**config.mk**
```make
export PLATFORM = sky130hd
export DESIGN_NAME = base64_stream_encoder_flat
export DESIGN_NICKNAME = d
export VERILOG_FILES = /design/src/rtl/b64se_pkg.sv /design/src/rtl/b64se_in_if.sv /design/src/rtl/b64se_out_if.sv /design/src/rtl/base64_stream_encoder.sv /design/src/rtl/b64se_front.sv /design/src/rtl/b64se_queue.sv /design/src/rtl/b64se_back.sv /design/src/flat_wrapper.sv
export SDC_FILE = /design/constraint.sdc
export NUM_CORES = 1
export LEC_CHECK = 0
export BUFFER_PORTS_ARGS = -buffer_cell sky130_fd_sc_hd__buf_2
export CAP_MARGIN = 0
export CELL_PAD_IN_SITES_DETAIL_PLACEMENT = 0
export CELL_PAD_IN_SITES_GLOBAL_PLACEMENT = 1
export CORE_MARGIN = 5
export CORE_UTILIZATION = 45
export CTS_BUF_LIST = sky130_fd_sc_hd__clkbuf_4 sky130_fd_sc_hd__clkbuf_8
export DETAILED_ROUTE_END_ITERATION = 6
export PLACE_DENSITY = 0.76
export SETUP_SLACK_MARGIN = 0.3
export SYNTH_ARGS = -nofsm -noshare
export SYNTH_HDL_FRONTEND = slang
export SYNTH_SLANG_ARGS = --single-unit
```
**constraint.sdc**
```tcl
create_clock -name clk -period 7.26 [get_ports clk]
set_input_delay 0.726 -clock clk [delete_from_list [all_inputs] [get_ports clk]]
set_output_delay 0.726 -clock clk [all_outputs]
set_load 0.01 [all_outputs]
```
**src/rtl/b64se_pkg.sv**
```systemverilog
// Shared types, constants and alphabet lookup for the base64 stream encoder.
package b64se_pkg;

    localparam int QUEUE_DEPTH = 2;
    localparam int QPTR_W      = $clog2(QUEUE_DEPTH);
    localparam int QCNT_W      = $clog2(QUEUE_DEPTH + 1);

    localparam logic [7:0] CHAR_PAD   = 8'h3D;
    localparam logic [7:0] CHAR_PLUS  = 8'h2B;
    localparam logic [7:0] CHAR_SLASH = 8'h2F;
    localparam logic [7:0] CHAR_UPPER = 8'h41;
    localparam logic [7:0] CHAR_LOWER = 8'h61;
    localparam logic [7:0] CHAR_DIGIT = 8'h30;

    // One accepted byte, fully resolved into its characters.
    typedef struct packed {
        logic [3:0][7:0] chars;
        logic [1:0]      last;
        logic            final_flag;
    } b64se_job_t;

    typedef struct packed {
        logic       valid;
        b64se_job_t job;
    } b64se_push_t;

    typedef struct packed {
        logic       valid;
        b64se_job_t job;
    } b64se_pop_t;

    function automatic logic [7:0] b64_char(input logic [5:0] idx);
        logic [7:0] wide;
        wide = {2'b00, idx};
        if (idx < 6'd26)
            return wide + CHAR_UPPER;
        else if (idx < 6'd52)
            return wide + (CHAR_LOWER - 8'd26);
        else if (idx < 6'd62)
            return wide - (8'd52 - CHAR_DIGIT);
        else if (idx == 6'd62)
            return CHAR_PLUS;
        else
            return CHAR_SLASH;
    endfunction

endpackage

```
**src/rtl/b64se_in_if.sv**
```systemverilog
// Input channel: one raw byte per transaction with its end-of-message flag.
interface b64se_in_if;
    logic       valid;
    logic       ready;
    logic [7:0] data_byte;
    logic       final_byte;

    modport source (output valid, output data_byte, output final_byte, input ready);
    modport sink   (input valid, input data_byte, input final_byte, output ready);
endinterface

```
**src/rtl/b64se_out_if.sv**
```systemverilog
// Output channel: one encoded character per transaction with end markers.
interface b64se_out_if;
    logic       valid;
    logic       ready;
    logic [7:0] out_char;
    logic       run_end;
    logic       message_end;

    modport source (output valid, output out_char, output run_end, output message_end,
                    input ready);
    modport sink   (input valid, input out_char, input run_end, input message_end,
                    output ready);
endinterface

```
**src/rtl/base64_stream_encoder.sv**
```systemverilog
// Top level of the streaming base64 encoder.
// Encodes a byte stream into standard base64 (A-Z a-z 0-9 + /) with '=' padding, one
// message after another; final_byte marks the last byte of each message. Each byte
// yields one or two characters, and a final byte also yields the zero-filled tail
// character and padding, up to four characters in all. The front end takes a byte in
// every cycle while its two-entry job queue has room; the emitter puts out at most one
// character per cycle, so sustained throughput is set by the output port: four
// characters per three bytes, plus tail and padding at message end. A byte's first
// character is offered once its job has moved from the queue into the job register.
// run_end flags the last character of each byte; message_end the last of a message.
module base64_stream_encoder (
    input  logic        clk,
    input  logic        rst_n,
    b64se_in_if.sink    byte_ch,
    b64se_out_if.source char_ch
);
    import b64se_pkg::*;

    b64se_push_t push;
    b64se_pop_t  pop;
    logic        push_ready;
    logic        pop_ready;

    b64se_front u_front (
        .clk        (clk),
        .rst_n      (rst_n),
        .byte_ch    (byte_ch),
        .push       (push),
        .push_ready (push_ready)
    );

    b64se_queue u_queue (
        .clk        (clk),
        .rst_n      (rst_n),
        .push       (push),
        .push_ready (push_ready),
        .pop        (pop),
        .pop_ready  (pop_ready)
    );

    b64se_back u_back (
        .clk       (clk),
        .rst_n     (rst_n),
        .pop       (pop),
        .pop_ready (pop_ready),
        .char_ch   (char_ch)
    );

endmodule

```
**src/rtl/b64se_front.sv**
```systemverilog
// Front end: accepts bytes, tracks leftover bits and phase, builds character jobs.
module b64se_front (
    input  logic               clk,
    input  logic               rst_n,
    b64se_in_if.sink           byte_ch,
    output b64se_pkg::b64se_push_t push,
    input  logic               push_ready
);
    import b64se_pkg::*;

    localparam logic [2:0] CNT_NONE = 3'd0;
    localparam logic [2:0] CNT_TWO  = 3'd2;
    localparam logic [2:0] CNT_FOUR = 3'd4;

    logic [3:0] left_reg,  left_next;
    logic [2:0] cnt_reg,   cnt_next;
    logic [1:0] phase_reg, phase_next;

    logic [5:0] idx0, idx1, tail_idx;
    logic       two_main;
    logic [3:0] new_left;
    logic [2:0] new_cnt;
    logic [1:0] phase_main, phase_tail, pads;
    logic       tail;
    logic [2:0] n_main_tail, total;
    logic       accept;

    assign byte_ch.ready = push_ready;
    assign accept        = byte_ch.valid && push_ready;

    always_comb
    begin
        idx1     = 6'd0;
        two_main = 1'b0;
        unique case (cnt_reg)
            CNT_NONE:
            begin
                idx0     = byte_ch.data_byte[7:2];
                new_left = {2'b00, byte_ch.data_byte[1:0]};
                new_cnt  = CNT_TWO;
            end
            CNT_TWO:
            begin
                idx0     = {left_reg[1:0], byte_ch.data_byte[7:4]};
                new_left = byte_ch.data_byte[3:0];
                new_cnt  = CNT_FOUR;
            end
            default:
            begin
                idx0     = {left_reg[3:0], byte_ch.data_byte[7:6]};
                idx1     = byte_ch.data_byte[5:0];
                two_main = 1'b1;
                new_left = 4'd0;
                new_cnt  = CNT_NONE;
            end
        endcase

        phase_main = phase_reg + (two_main ? 2'd2 : 2'd1);
        tail       = byte_ch.final_byte && (new_cnt != CNT_NONE);
        tail_idx   = (new_cnt == CNT_TWO) ? {new_left[1:0], 4'b0000}
                                          : {new_left[3:0], 2'b00};
        phase_tail = phase_main + {1'b0, tail};
        // pad up to a multiple of four characters
        pads       = byte_ch.final_byte ? (2'd0 - phase_tail) : 2'd0;

        n_main_tail = (two_main ? 3'd2 : 3'd1) + {2'b00, tail};
        total       = n_main_tail + {1'b0, pads};
        if (total > 3'd4)
            total = 3'd4;

        push.valid          = byte_ch.valid;
        push.job.final_flag = byte_ch.final_byte;
        push.job.last       = 2'(total - 3'd1);
        push.job.chars[0]   = b64_char(idx0);
        push.job.chars[1]   = two_main ? b64_char(idx1)
                            : (tail ? b64_char(tail_idx) : CHAR_PAD);
        push.job.chars[2]   = (two_main && tail) ? b64_char(tail_idx) : CHAR_PAD;
        push.job.chars[3]   = CHAR_PAD;

        left_next  = left_reg;
        cnt_next   = cnt_reg;
        phase_next = phase_reg;
        if (accept)
        begin
            if (byte_ch.final_byte)
            begin
                left_next  = 4'd0;
                cnt_next   = CNT_NONE;
                phase_next = 2'd0;
            end
            else
            begin
                left_next  = new_left;
                cnt_next   = new_cnt;
                phase_next = phase_main;
            end
        end
    end

    always_ff @(posedge clk or negedge rst_n)
    begin
        if (!rst_n)
        begin
            left_reg  <= 4'd0;
            cnt_reg   <= CNT_NONE;
            phase_reg <= 2'd0;
        end
        else
        begin
            left_reg  <= left_next;
            cnt_reg   <= cnt_next;
            phase_reg <= phase_next;
        end
    end

    // leftover count and character phase move in lockstep
    a_phase_tracks_cnt: assert property (@(posedge clk) disable iff (!rst_n)
        (cnt_reg == CNT_NONE && phase_reg == 2'd0) ||
        (cnt_reg == CNT_TWO  && phase_reg == 2'd1) ||
        (cnt_reg == CNT_FOUR && phase_reg == 2'd2))
        else $error("leftover count and phase out of step");

    a_final_clears: assert property (@(posedge clk) disable iff (!rst_n)
        accept && byte_ch.final_byte |=> cnt_reg == CNT_NONE && phase_reg == 2'd0)
        else $error("state not cleared after final byte");

endmodule

```
**src/rtl/b64se_queue.sv**
```systemverilog
// Two-entry job queue between the front end and the character emitter.
module b64se_queue (
    input  logic                   clk,
    input  logic                   rst_n,
    input  b64se_pkg::b64se_push_t push,
    output logic                   push_ready,
    output b64se_pkg::b64se_pop_t  pop,
    input  logic                   pop_ready
);
    import b64se_pkg::*;

    b64se_job_t            entry_reg [QUEUE_DEPTH];
    logic [QPTR_W-1:0]     wr_ptr_reg, wr_ptr_next;
    logic [QPTR_W-1:0]     rd_ptr_reg, rd_ptr_next;
    logic [QCNT_W-1:0]     count_reg,  count_next;
    logic                  do_push, do_pop;

    assign push_ready = (count_reg != QCNT_W'(QUEUE_DEPTH));
    assign pop.valid  = (count_reg != '0);
    assign pop.job    = entry_reg[rd_ptr_reg];
    assign do_push    = push.valid && push_ready;
    assign do_pop     = pop.valid && pop_ready;

    always_comb
    begin
        wr_ptr_next = wr_ptr_reg;
        rd_ptr_next = rd_ptr_reg;
        count_next  = count_reg;
        if (do_push)
            wr_ptr_next = (wr_ptr_reg == QPTR_W'(QUEUE_DEPTH - 1)) ? '0 : wr_ptr_reg + 1'b1;
        if (do_pop)
            rd_ptr_next = (rd_ptr_reg == QPTR_W'(QUEUE_DEPTH - 1)) ? '0 : rd_ptr_reg + 1'b1;
        if (do_push && !do_pop)
            count_next = count_reg + 1'b1;
        else if (do_pop && !do_push)
            count_next = count_reg - 1'b1;
    end

    always_ff @(posedge clk)
    begin
        if (do_push)
            entry_reg[wr_ptr_reg] <= push.job;
    end

    always_ff @(posedge clk or negedge rst_n)
    begin
        if (!rst_n)
        begin
            wr_ptr_reg <= '0;
            rd_ptr_reg <= '0;
            count_reg  <= '0;
        end
        else
        begin
            wr_ptr_reg <= wr_ptr_next;
            rd_ptr_reg <= rd_ptr_next;
            count_reg  <= count_next;
        end
    end

    a_count_bound: assert property (@(posedge clk) disable iff (!rst_n)
        count_reg <= QCNT_W'(QUEUE_DEPTH))
        else $error("queue occupancy overflow");

endmodule

```
**src/rtl/b64se_back.sv**
```systemverilog
// Back end: steps through each job's characters, one output transaction per cycle while the output is ready.
module b64se_back (
    input  logic                  clk,
    input  logic                  rst_n,
    input  b64se_pkg::b64se_pop_t pop,
    output logic                  pop_ready,
    b64se_out_if.source           char_ch
);
    import b64se_pkg::*;

    b64se_job_t job_reg;
    logic       busy_reg, busy_next;
    logic [1:0] idx_reg,  idx_next;
    logic       at_last;

    assign at_last   = (idx_reg == job_reg.last);
    assign pop_ready = !busy_reg || (char_ch.ready && at_last);

    assign char_ch.valid       = busy_reg;
    assign char_ch.out_char    = job_reg.chars[idx_reg];
    assign char_ch.run_end     = at_last;
    assign char_ch.message_end = at_last && job_reg.final_flag;

    always_comb
    begin
        busy_next = busy_reg;
        idx_next  = idx_reg;
        if (pop_ready)
        begin
            busy_next = pop.valid;
            idx_next  = 2'd0;
        end
        else if (char_ch.ready)
            idx_next = idx_reg + 2'd1;
    end

    always_ff @(posedge clk)
    begin
        if (pop_ready && pop.valid)
            job_reg <= pop.job;
    end

    always_ff @(posedge clk or negedge rst_n)
    begin
        if (!rst_n)
        begin
            busy_reg <= 1'b0;
            idx_reg  <= 2'd0;
        end
        else
        begin
            busy_reg <= busy_next;
            idx_reg  <= idx_next;
        end
    end

    a_idx_in_job: assert property (@(posedge clk) disable iff (!rst_n)
        busy_reg |-> idx_reg <= job_reg.last)
        else $error("character index past end of job");

    a_step_after_take: assert property (@(posedge clk) disable iff (!rst_n)
        busy_reg && char_ch.ready && !at_last |=> busy_reg && idx_reg == $past(idx_reg) + 2'd1)
        else $error("emitter skipped or repeated a character");

endmodule
```
**src/flat_wrapper.sv**
```systemverilog
// flat-port wrapper written by rule: the top's interface ports become plain ports
module base64_stream_encoder_flat import b64se_pkg::*;
  (clk, rst_n, byte_ch_valid, byte_ch_data_byte, byte_ch_final_byte, byte_ch_ready, char_ch_valid, char_ch_out_char, char_ch_run_end, char_ch_message_end, char_ch_ready);
  b64se_in_if byte_ch_i ();
  b64se_out_if char_ch_i ();
  input  logic clk;
  input  logic rst_n;
  input wire logic [$bits(byte_ch_i.valid)-1:0] byte_ch_valid;
  input wire logic [$bits(byte_ch_i.data_byte)-1:0] byte_ch_data_byte;
  input wire logic [$bits(byte_ch_i.final_byte)-1:0] byte_ch_final_byte;
  output wire logic [$bits(byte_ch_i.ready)-1:0] byte_ch_ready;
  output wire logic [$bits(char_ch_i.valid)-1:0] char_ch_valid;
  output wire logic [$bits(char_ch_i.out_char)-1:0] char_ch_out_char;
  output wire logic [$bits(char_ch_i.run_end)-1:0] char_ch_run_end;
  output wire logic [$bits(char_ch_i.message_end)-1:0] char_ch_message_end;
  input wire logic [$bits(char_ch_i.ready)-1:0] char_ch_ready;
  assign byte_ch_i.valid = byte_ch_valid;
  assign byte_ch_i.data_byte = byte_ch_data_byte;
  assign byte_ch_i.final_byte = byte_ch_final_byte;
  assign byte_ch_ready = byte_ch_i.ready;
  assign char_ch_valid = char_ch_i.valid;
  assign char_ch_out_char = char_ch_i.out_char;
  assign char_ch_run_end = char_ch_i.run_end;
  assign char_ch_message_end = char_ch_i.message_end;
  assign char_ch_i.ready = char_ch_ready;
  base64_stream_encoder u_core (.clk(clk), .rst_n(rst_n), .byte_ch(byte_ch_i), .char_ch(char_ch_i));
endmodule
```
[Word level (Yosys, flattened, before mapping)]
Memories as Yosys holds them, arrays and structs flattened. A register that Yosys moved wholly into a read port is not among the register bits.
Index checks and enable logic that the tools add are counted.
Cells by class
  $add $sub $neg: 20
  order comparisons: 11
  equal/unequal tests: 7
  multiplexer cells: 38
  reductions and logical operators: 18
Operators with widths (count)
  $mux W8: 13
  $add A6 B7 Y8 const B: 6
  $lt A6 B6 Y1 const B: 6
  $sub A6 B3 Y7 const B: 3
  $eq A6 B6 Y1 const B: 3
  $lt A6 B5 Y1 const B: 3
  $mux W2: 9
  $bmux W8 S2: 1
  $mux W3: 4
  $mux W6: 2
  $pmux W6 S2: 1
  $logic_and A1 B1 Y1: 8
  $pmux W4 S2: 1
  $eq A3 B2 Y1 const B: 2
  $pmux W3 S2: 1
  $reduce_bool A2 Y1: 3
  $mux W1: 5
  $add A2 B1 Y2 const B: 2
  $mux W4: 1
  $sub A2 B1 Y2 const B: 2
  $add A2 B1 Y3: 1
  $add A3 B2 Y3: 1
  $gt A3 B3 Y1 const B: 1
  $logic_not A1 Y1: 3
  other kinds (11): 12
Storage, ports and cells
  register bits after elaboration: 24
  memory bits (writable): 54
  output and inout bits: 12
  logic and storage cells: 104
  memories: 1
Memories
  u_core.u_queue.entry_reg: words 2, bits a word 27, rd ports 1, clocked after Yosys merged registers in 1, write ports 1, RTL line b64se_queue.sv:12  | b64se_job_t entry_reg [QUEUE_DEPTH];

[Depth between registers and ports, before layout]
  word-level depth: 11
  depth in mapped cells: 12
  gate-level depth less buffers: 9

[Modules after synthesis]
Synthesis repeated with hierarchy kept, for this count alone.
Unflattened totals
  cell total of the unflattened synthesis: 446
  area, all modules: 6147.1 µm²
By module, submodules not included
  b64se_queue: instances 1, cells an instance 127, area each 2870.3 µm², sequential area each 2202.1 µm²
  b64se_front: instances 1, cells an instance 254, area each 1831.8 µm², sequential area each 200.2 µm²
  b64se_back: instances 1, cells an instance 65, area each 1445.1 µm², sequential area each 1126.1 µm²

[Worst setup path before layout]
Ideal clock, no wire load.
  kind: flip-flop to flip-flop
  start point: register u_core.u_back.job_reg[2] (netlist name)
  end point: register u_core.u_queue.count_reg[1]
  library setup time: 0.079 ns
  data arrival time: 3.147 ns
  slack: 4.034 ns
  cell stages (with the launch flop): 10
  buffers on the path: 0
  period minus slack after synthesis: 3.226 ns
  cells stage by stage: edfxtp_1 -> xor2_1 -> nor2_1 -> nand2_1 -> a21oi_1 -> inv_1 -> ha_1 -> xor2_1 -> nor2_1 -> xor2_1
On the way
  word-level cells in the longest chain between the ends: 7
  elaborated cells on any way between the ends: 9
RTL lines
  $eq A2 B2 Y1 *: RTL line b64se_back.sv:16  | assign at_last = (idx_reg == job_reg.last);
  named net char_ch_run_end: RTL line flat_wrapper.sv:14  | output wire logic [$bits(char_ch_i.run_end)-1:0] char_ch_run_end;
  $logic_and A1 B1 Y1 *: RTL line b64se_back.sv:17  | assign pop_ready = !busy_reg || (char_ch.ready && at_last);
  $logic_or A1 B1 Y1 *: RTL line b64se_back.sv:17
  $logic_and A1 B1 Y1 *: RTL line b64se_queue.sv:22  | assign do_pop = pop.valid && pop_ready;
  named net u_core.u_queue.do_pop: RTL line b64se_queue.sv:16  | logic do_push, do_pop;
  $logic_not A1 Y1: RTL line b64se_queue.sv:33  | if (do_push && !do_pop)
  $logic_and A1 B1 Y1: RTL line b64se_queue.sv:33
  $mux W2 / $reduce_bool A2 Y1 (equally long branches)
  end signal: assignment: RTL line b64se_queue.sv:57  | count_reg <= count_next;
  end: declaration: RTL line b64se_queue.sv:15  | logic [QCNT_W-1:0] count_reg, count_next;
Mark *: on every way through the listed nets, which the timed path passes. The rest lies on a longest branch.
A chain may end at the register's enable or synchronous reset.

==> out/summary.txt <==
outcome: finished, final reports clean
drt first-iter violations: 257
fraction of final layout cells with drive strength greater than 1: 21.1%
total power consumption of the routed design: 0.00229 W
final wirelength: 9300 um
count of buffers added by post-CTS timing repair for setup: 0
die width: 115 um
total grt overflow: 0
static power due to leakage: 2.05 nW
Design Area, Final: 5440 um2
number of I/O port buffers: 24
unrepaired setup endpoints after global routing: false
count of flip-flops with a built-in enable after synthesis: 81
vertical die dimension: 115 um
mean number of vias per cell: 5.41
Core Area: 10800 um2
Inserted Clock Buffers: 9
max-slew violation total from the final report: 0
area of the multi-input gates: 2030 um2
Mean Syn Cell Area: 12.4 um2
Crit Path Category: reg2reg
register bit total from synthesis: 96
hpwl dp: 6350 um
insertion delay of the later-clocked pin in the worst-skew pair: 0.37 ns
number of detailed-route iterations in the first pass: 4
setup ws final: 3.91 ns
area leader, netlist: sky130_fd_sc_hd__edfxtp_1
total negative slack for setup checks: 0 ns
worst endpoint required time: 7.37 ns
Clock Skews: 0.0164 ns
clock buffer depth: 2
setup-violating endpoint count in the final report: 0
detailed-route DRC error count: 0
setup slack at placement: 3.89 ns
fmax: 0.299 GHz
sequential cell area: 2810 um2
post-synthesis sequential area ratio: 56.8%
dominant cells by area after synthesis: sky130_fd_sc_hd__edfxtp_1 49%, sky130_fd_sc_hd__mux2_2 8.0%, sky130_fd_sc_hd__dfrtp_1 7.6%
area fraction of the dominant cell type after synthesis: 49.2%
Relative slew margins: 45.0%
Post-Place Cell Area: 5230 um2
antenna cells: 0
num ports: 25
area added between synthesis and finish: 10.1%
data arrival time of the worst path: 3.46 ns
fill count: 951
hold violation total from the final report: 0
DR vias: 3110
power density over the cells: 420 nW/um2
maximum vdd drop: 0.227 mV
Final ANT Viol Nets: 0
number of antenna violations at the first check in global routing: 0
post-synthesis cell count: 398
transition time at the pin with the least slew margin: 0.823 ns
Die Area: 13200 um2
combined global-route utilization of all metal layers: 15.0%
class of the tightest hold or removal check: in2async
post-CTS sizing: 0
library cells used by synthesis: 67
number of rows in the core area: 38
Post-Syn Area: 4940 um2
starting density of the core: 45.8%
count of H-tree levels built during CTS: 3
leading register cell type out of synthesis: sky130_fd_sc_hd__edfxtp_1
wire length of the first global-routing pass: 15600 um
number of max-cap violations: 0
clock tree from TritonCTS: yes
Post-CTS Hold Fix Bufs: 0
Yosys Warn Count: 0
ys async rst share: 15.6%
placer congestion estimate: 0.848
CTS clock-pin slew for the worst setup and hold paths: 0.11 ns
vias in the first global route: 3064
per-cell routed wire length: 16.2 um
Worst Path Max Fanout: 14
CTS root buf: sky130_fd_sc_hd__clkbuf_8
largest net degree at the start of global routing: 35
period utilization: 46.1%
final period demand of the worst path: 3.35 ns
post-layout net count: 459
Worst Setup End Kind: flop
number of sinks on the clock net: 96
type of element launching the critical path: flop
flip-flop count of the largest register, all copies and words added: 54
[routing by layer]
metal | part of all wire (%) | global-route usage [%] | vias to the layer above
li1 | - | - | 1530
met1 | 49 | 21.3 | 1510
met4 | 1.1 | 4.38 | 0
met2 | 46 | 23.5 | 61
met3 | 4.2 | 3.26 | 9
met5 | 0 | 0 | -
[cell usage in the layout, fill, tap and decap left out, types with 3 or more instances in the layout]
cell type / Yosys / final
sky130_fd_sc_hd__nand2_1: 33 / 33
sky130_fd_sc_hd__a21oi_1: 18 / 17
sky130_fd_sc_hd__ha_1: 15 / 15
sky130_fd_sc_hd__mux2i_1: 8 / 8
sky130_fd_sc_hd__nand4_1: 3 / 3
sky130_fd_sc_hd__buf_4: 0 / 4
sky130_fd_sc_hd__and2_1: 4 / 4
sky130_fd_sc_hd__inv_1: 19 / 19
sky130_fd_sc_hd__conb_1: 2 / 16
sky130_fd_sc_hd__clkbuf_8: 0 / 9
sky130_fd_sc_hd__dfrtp_1: 15 / 15
sky130_fd_sc_hd__and3_1: 3 / 3
sky130_fd_sc_hd__nand3_1: 6 / 6
sky130_fd_sc_hd__o21a_1: 3 / 3
sky130_fd_sc_hd__nand2b_1: 7 / 7
sky130_fd_sc_hd__o21ai_0: 17 / 17
sky130_fd_sc_hd__xnor2_1: 8 / 8
sky130_fd_sc_hd__buf_2: 4 / 24
sky130_fd_sc_hd__edfxtp_1: 81 / 81
sky130_fd_sc_hd__nor2_1: 17 / 16
sky130_fd_sc_hd__a22o_1: 5 / 5
sky130_fd_sc_hd__mux2_2: 35 / 35
sky130_fd_sc_hd__xor2_1: 6 / 6
sky130_fd_sc_hd__or3_1: 4 / 4
sky130_fd_sc_hd__nor3_1: 4 / 4
sky130_fd_sc_hd__nor2b_1: 4 / 4
sky130_fd_sc_hd__a21o_1: 5 / 5
sky130_fd_sc_hd__o22a_1: 6 / 6
sky130_fd_sc_hd__o211ai_1: 3 / 3
[critical path, cell delays in order (launching register included)]
cell and delay (ns):
sky130_fd_sc_hd__dfrtp_1 0.69, sky130_fd_sc_hd__mux2_2 0.39, sky130_fd_sc_hd__mux2i_1 0.44, sky130_fd_sc_hd__inv_1 0.16, sky130_fd_sc_hd__ha_1 0.29, sky130_fd_sc_hd__a31o_2 0.22
sky130_fd_sc_hd__a31oi_1 0.15, sky130_fd_sc_hd__o21a_1 0.37, sky130_fd_sc_hd__a21oi_1 0.12, sky130_fd_sc_hd__a22o_1 0.25
[Yosys cell counts, types with 3 or more instances]
cell type / instances
sky130_fd_sc_hd__o211ai_1: 3
sky130_fd_sc_hd__buf_2: 4
sky130_fd_sc_hd__nand3_1: 6
sky130_fd_sc_hd__dfrtp_1: 15
sky130_fd_sc_hd__a21oi_1: 18
sky130_fd_sc_hd__nor2_1: 17
sky130_fd_sc_hd__nand4_1: 3
sky130_fd_sc_hd__edfxtp_1: 81
sky130_fd_sc_hd__clkbuf_1: 11
sky130_fd_sc_hd__and2_1: 4
sky130_fd_sc_hd__a21o_1: 5
sky130_fd_sc_hd__o22a_1: 6
sky130_fd_sc_hd__ha_1: 15
sky130_fd_sc_hd__mux2_2: 35
sky130_fd_sc_hd__or3_1: 4
sky130_fd_sc_hd__and3_1: 3
sky130_fd_sc_hd__nor3_1: 4
sky130_fd_sc_hd__buf_1: 3
sky130_fd_sc_hd__nand2_1: 33
sky130_fd_sc_hd__o21ai_0: 17
sky130_fd_sc_hd__o21a_1: 3
sky130_fd_sc_hd__nand2b_1: 7
sky130_fd_sc_hd__inv_1: 19
sky130_fd_sc_hd__a22o_1: 5
sky130_fd_sc_hd__mux2i_1: 8
sky130_fd_sc_hd__xnor2_1: 8
sky130_fd_sc_hd__nor2b_1: 4
sky130_fd_sc_hd__xor2_1: 6
[kinds of logic (layout without fill, tap and decap cells)]
| family | after synthesis | in the layout | synth area share [%] |
|---|---|---|---|
| adders and majority gates | 16 | 16 | 4.20 |
| DFF | 96 | 96 | 56.8 |
| buffers and inverters | 41 | 64 | 3.54 |
| muxes | 48 | 48 | 11.2 |
| AOI/OAI and AO/OA | 86 | 86 | 12.1 |
| and+or+nand+nor | 95 | 95 | 9.57 |
| other | 2 | 16 | 0.152 |
| xor gates and xnor gates | 14 | 14 | 2.48 |
[metrics by stage]
stage / hold WS [ns] / utilization (%) / std cells
final: 0.256 / 50.4 / 575
after global routing: 0.267 / 50.4 / 575
after CTS: 0.256 / 50.4 / 575
after detailed placement: 0.498 / 48.5 / 559
after global placement: 0.481 / 48.5 / 559
after floorplan: 0.430 / - / 412
[final timing paths]
kind	startpoint	to	slack, ns	cells past startpoint
max reg2reg	u_core.u_front.cnt_reg[1]	u_core.u_queue.entry_reg[1][5]	3.91	9
max in group asynchronous	rst_n	u_core.u_queue.count_reg[0]	6.72	1
min in group clk	u_core.u_queue.count_reg[1]	u_core.u_queue.count_reg[1]	0.52	1
max	u_core.u_front.cnt_reg[1]	u_core.u_queue.entry_reg[1][5]	3.91	9
min	rst_n	u_core.u_front.phase_reg[1]	0.26	1
min reg2reg	u_core.u_queue.count_reg[1]	u_core.u_queue.count_reg[1]	0.52	1
[power by group]
group	switching, W	leakage (nW)	internal [W]
clock network	0.000198	0.104	0.000166
logic	0.000546	1.02	0.000412
registers	0.0000911	0.927	0.000871
[cell type report]
class	count	area share [%]
clock buffer	9	2.28
clock inverter	7	1.59
inverter	20	1.38
multi-input combinational	275	37.2
sequential	96	51.6
tap	140	3.22
timing repair buffer	28	2.76
No activity file was read; power rests on OpenSTA's default activity.
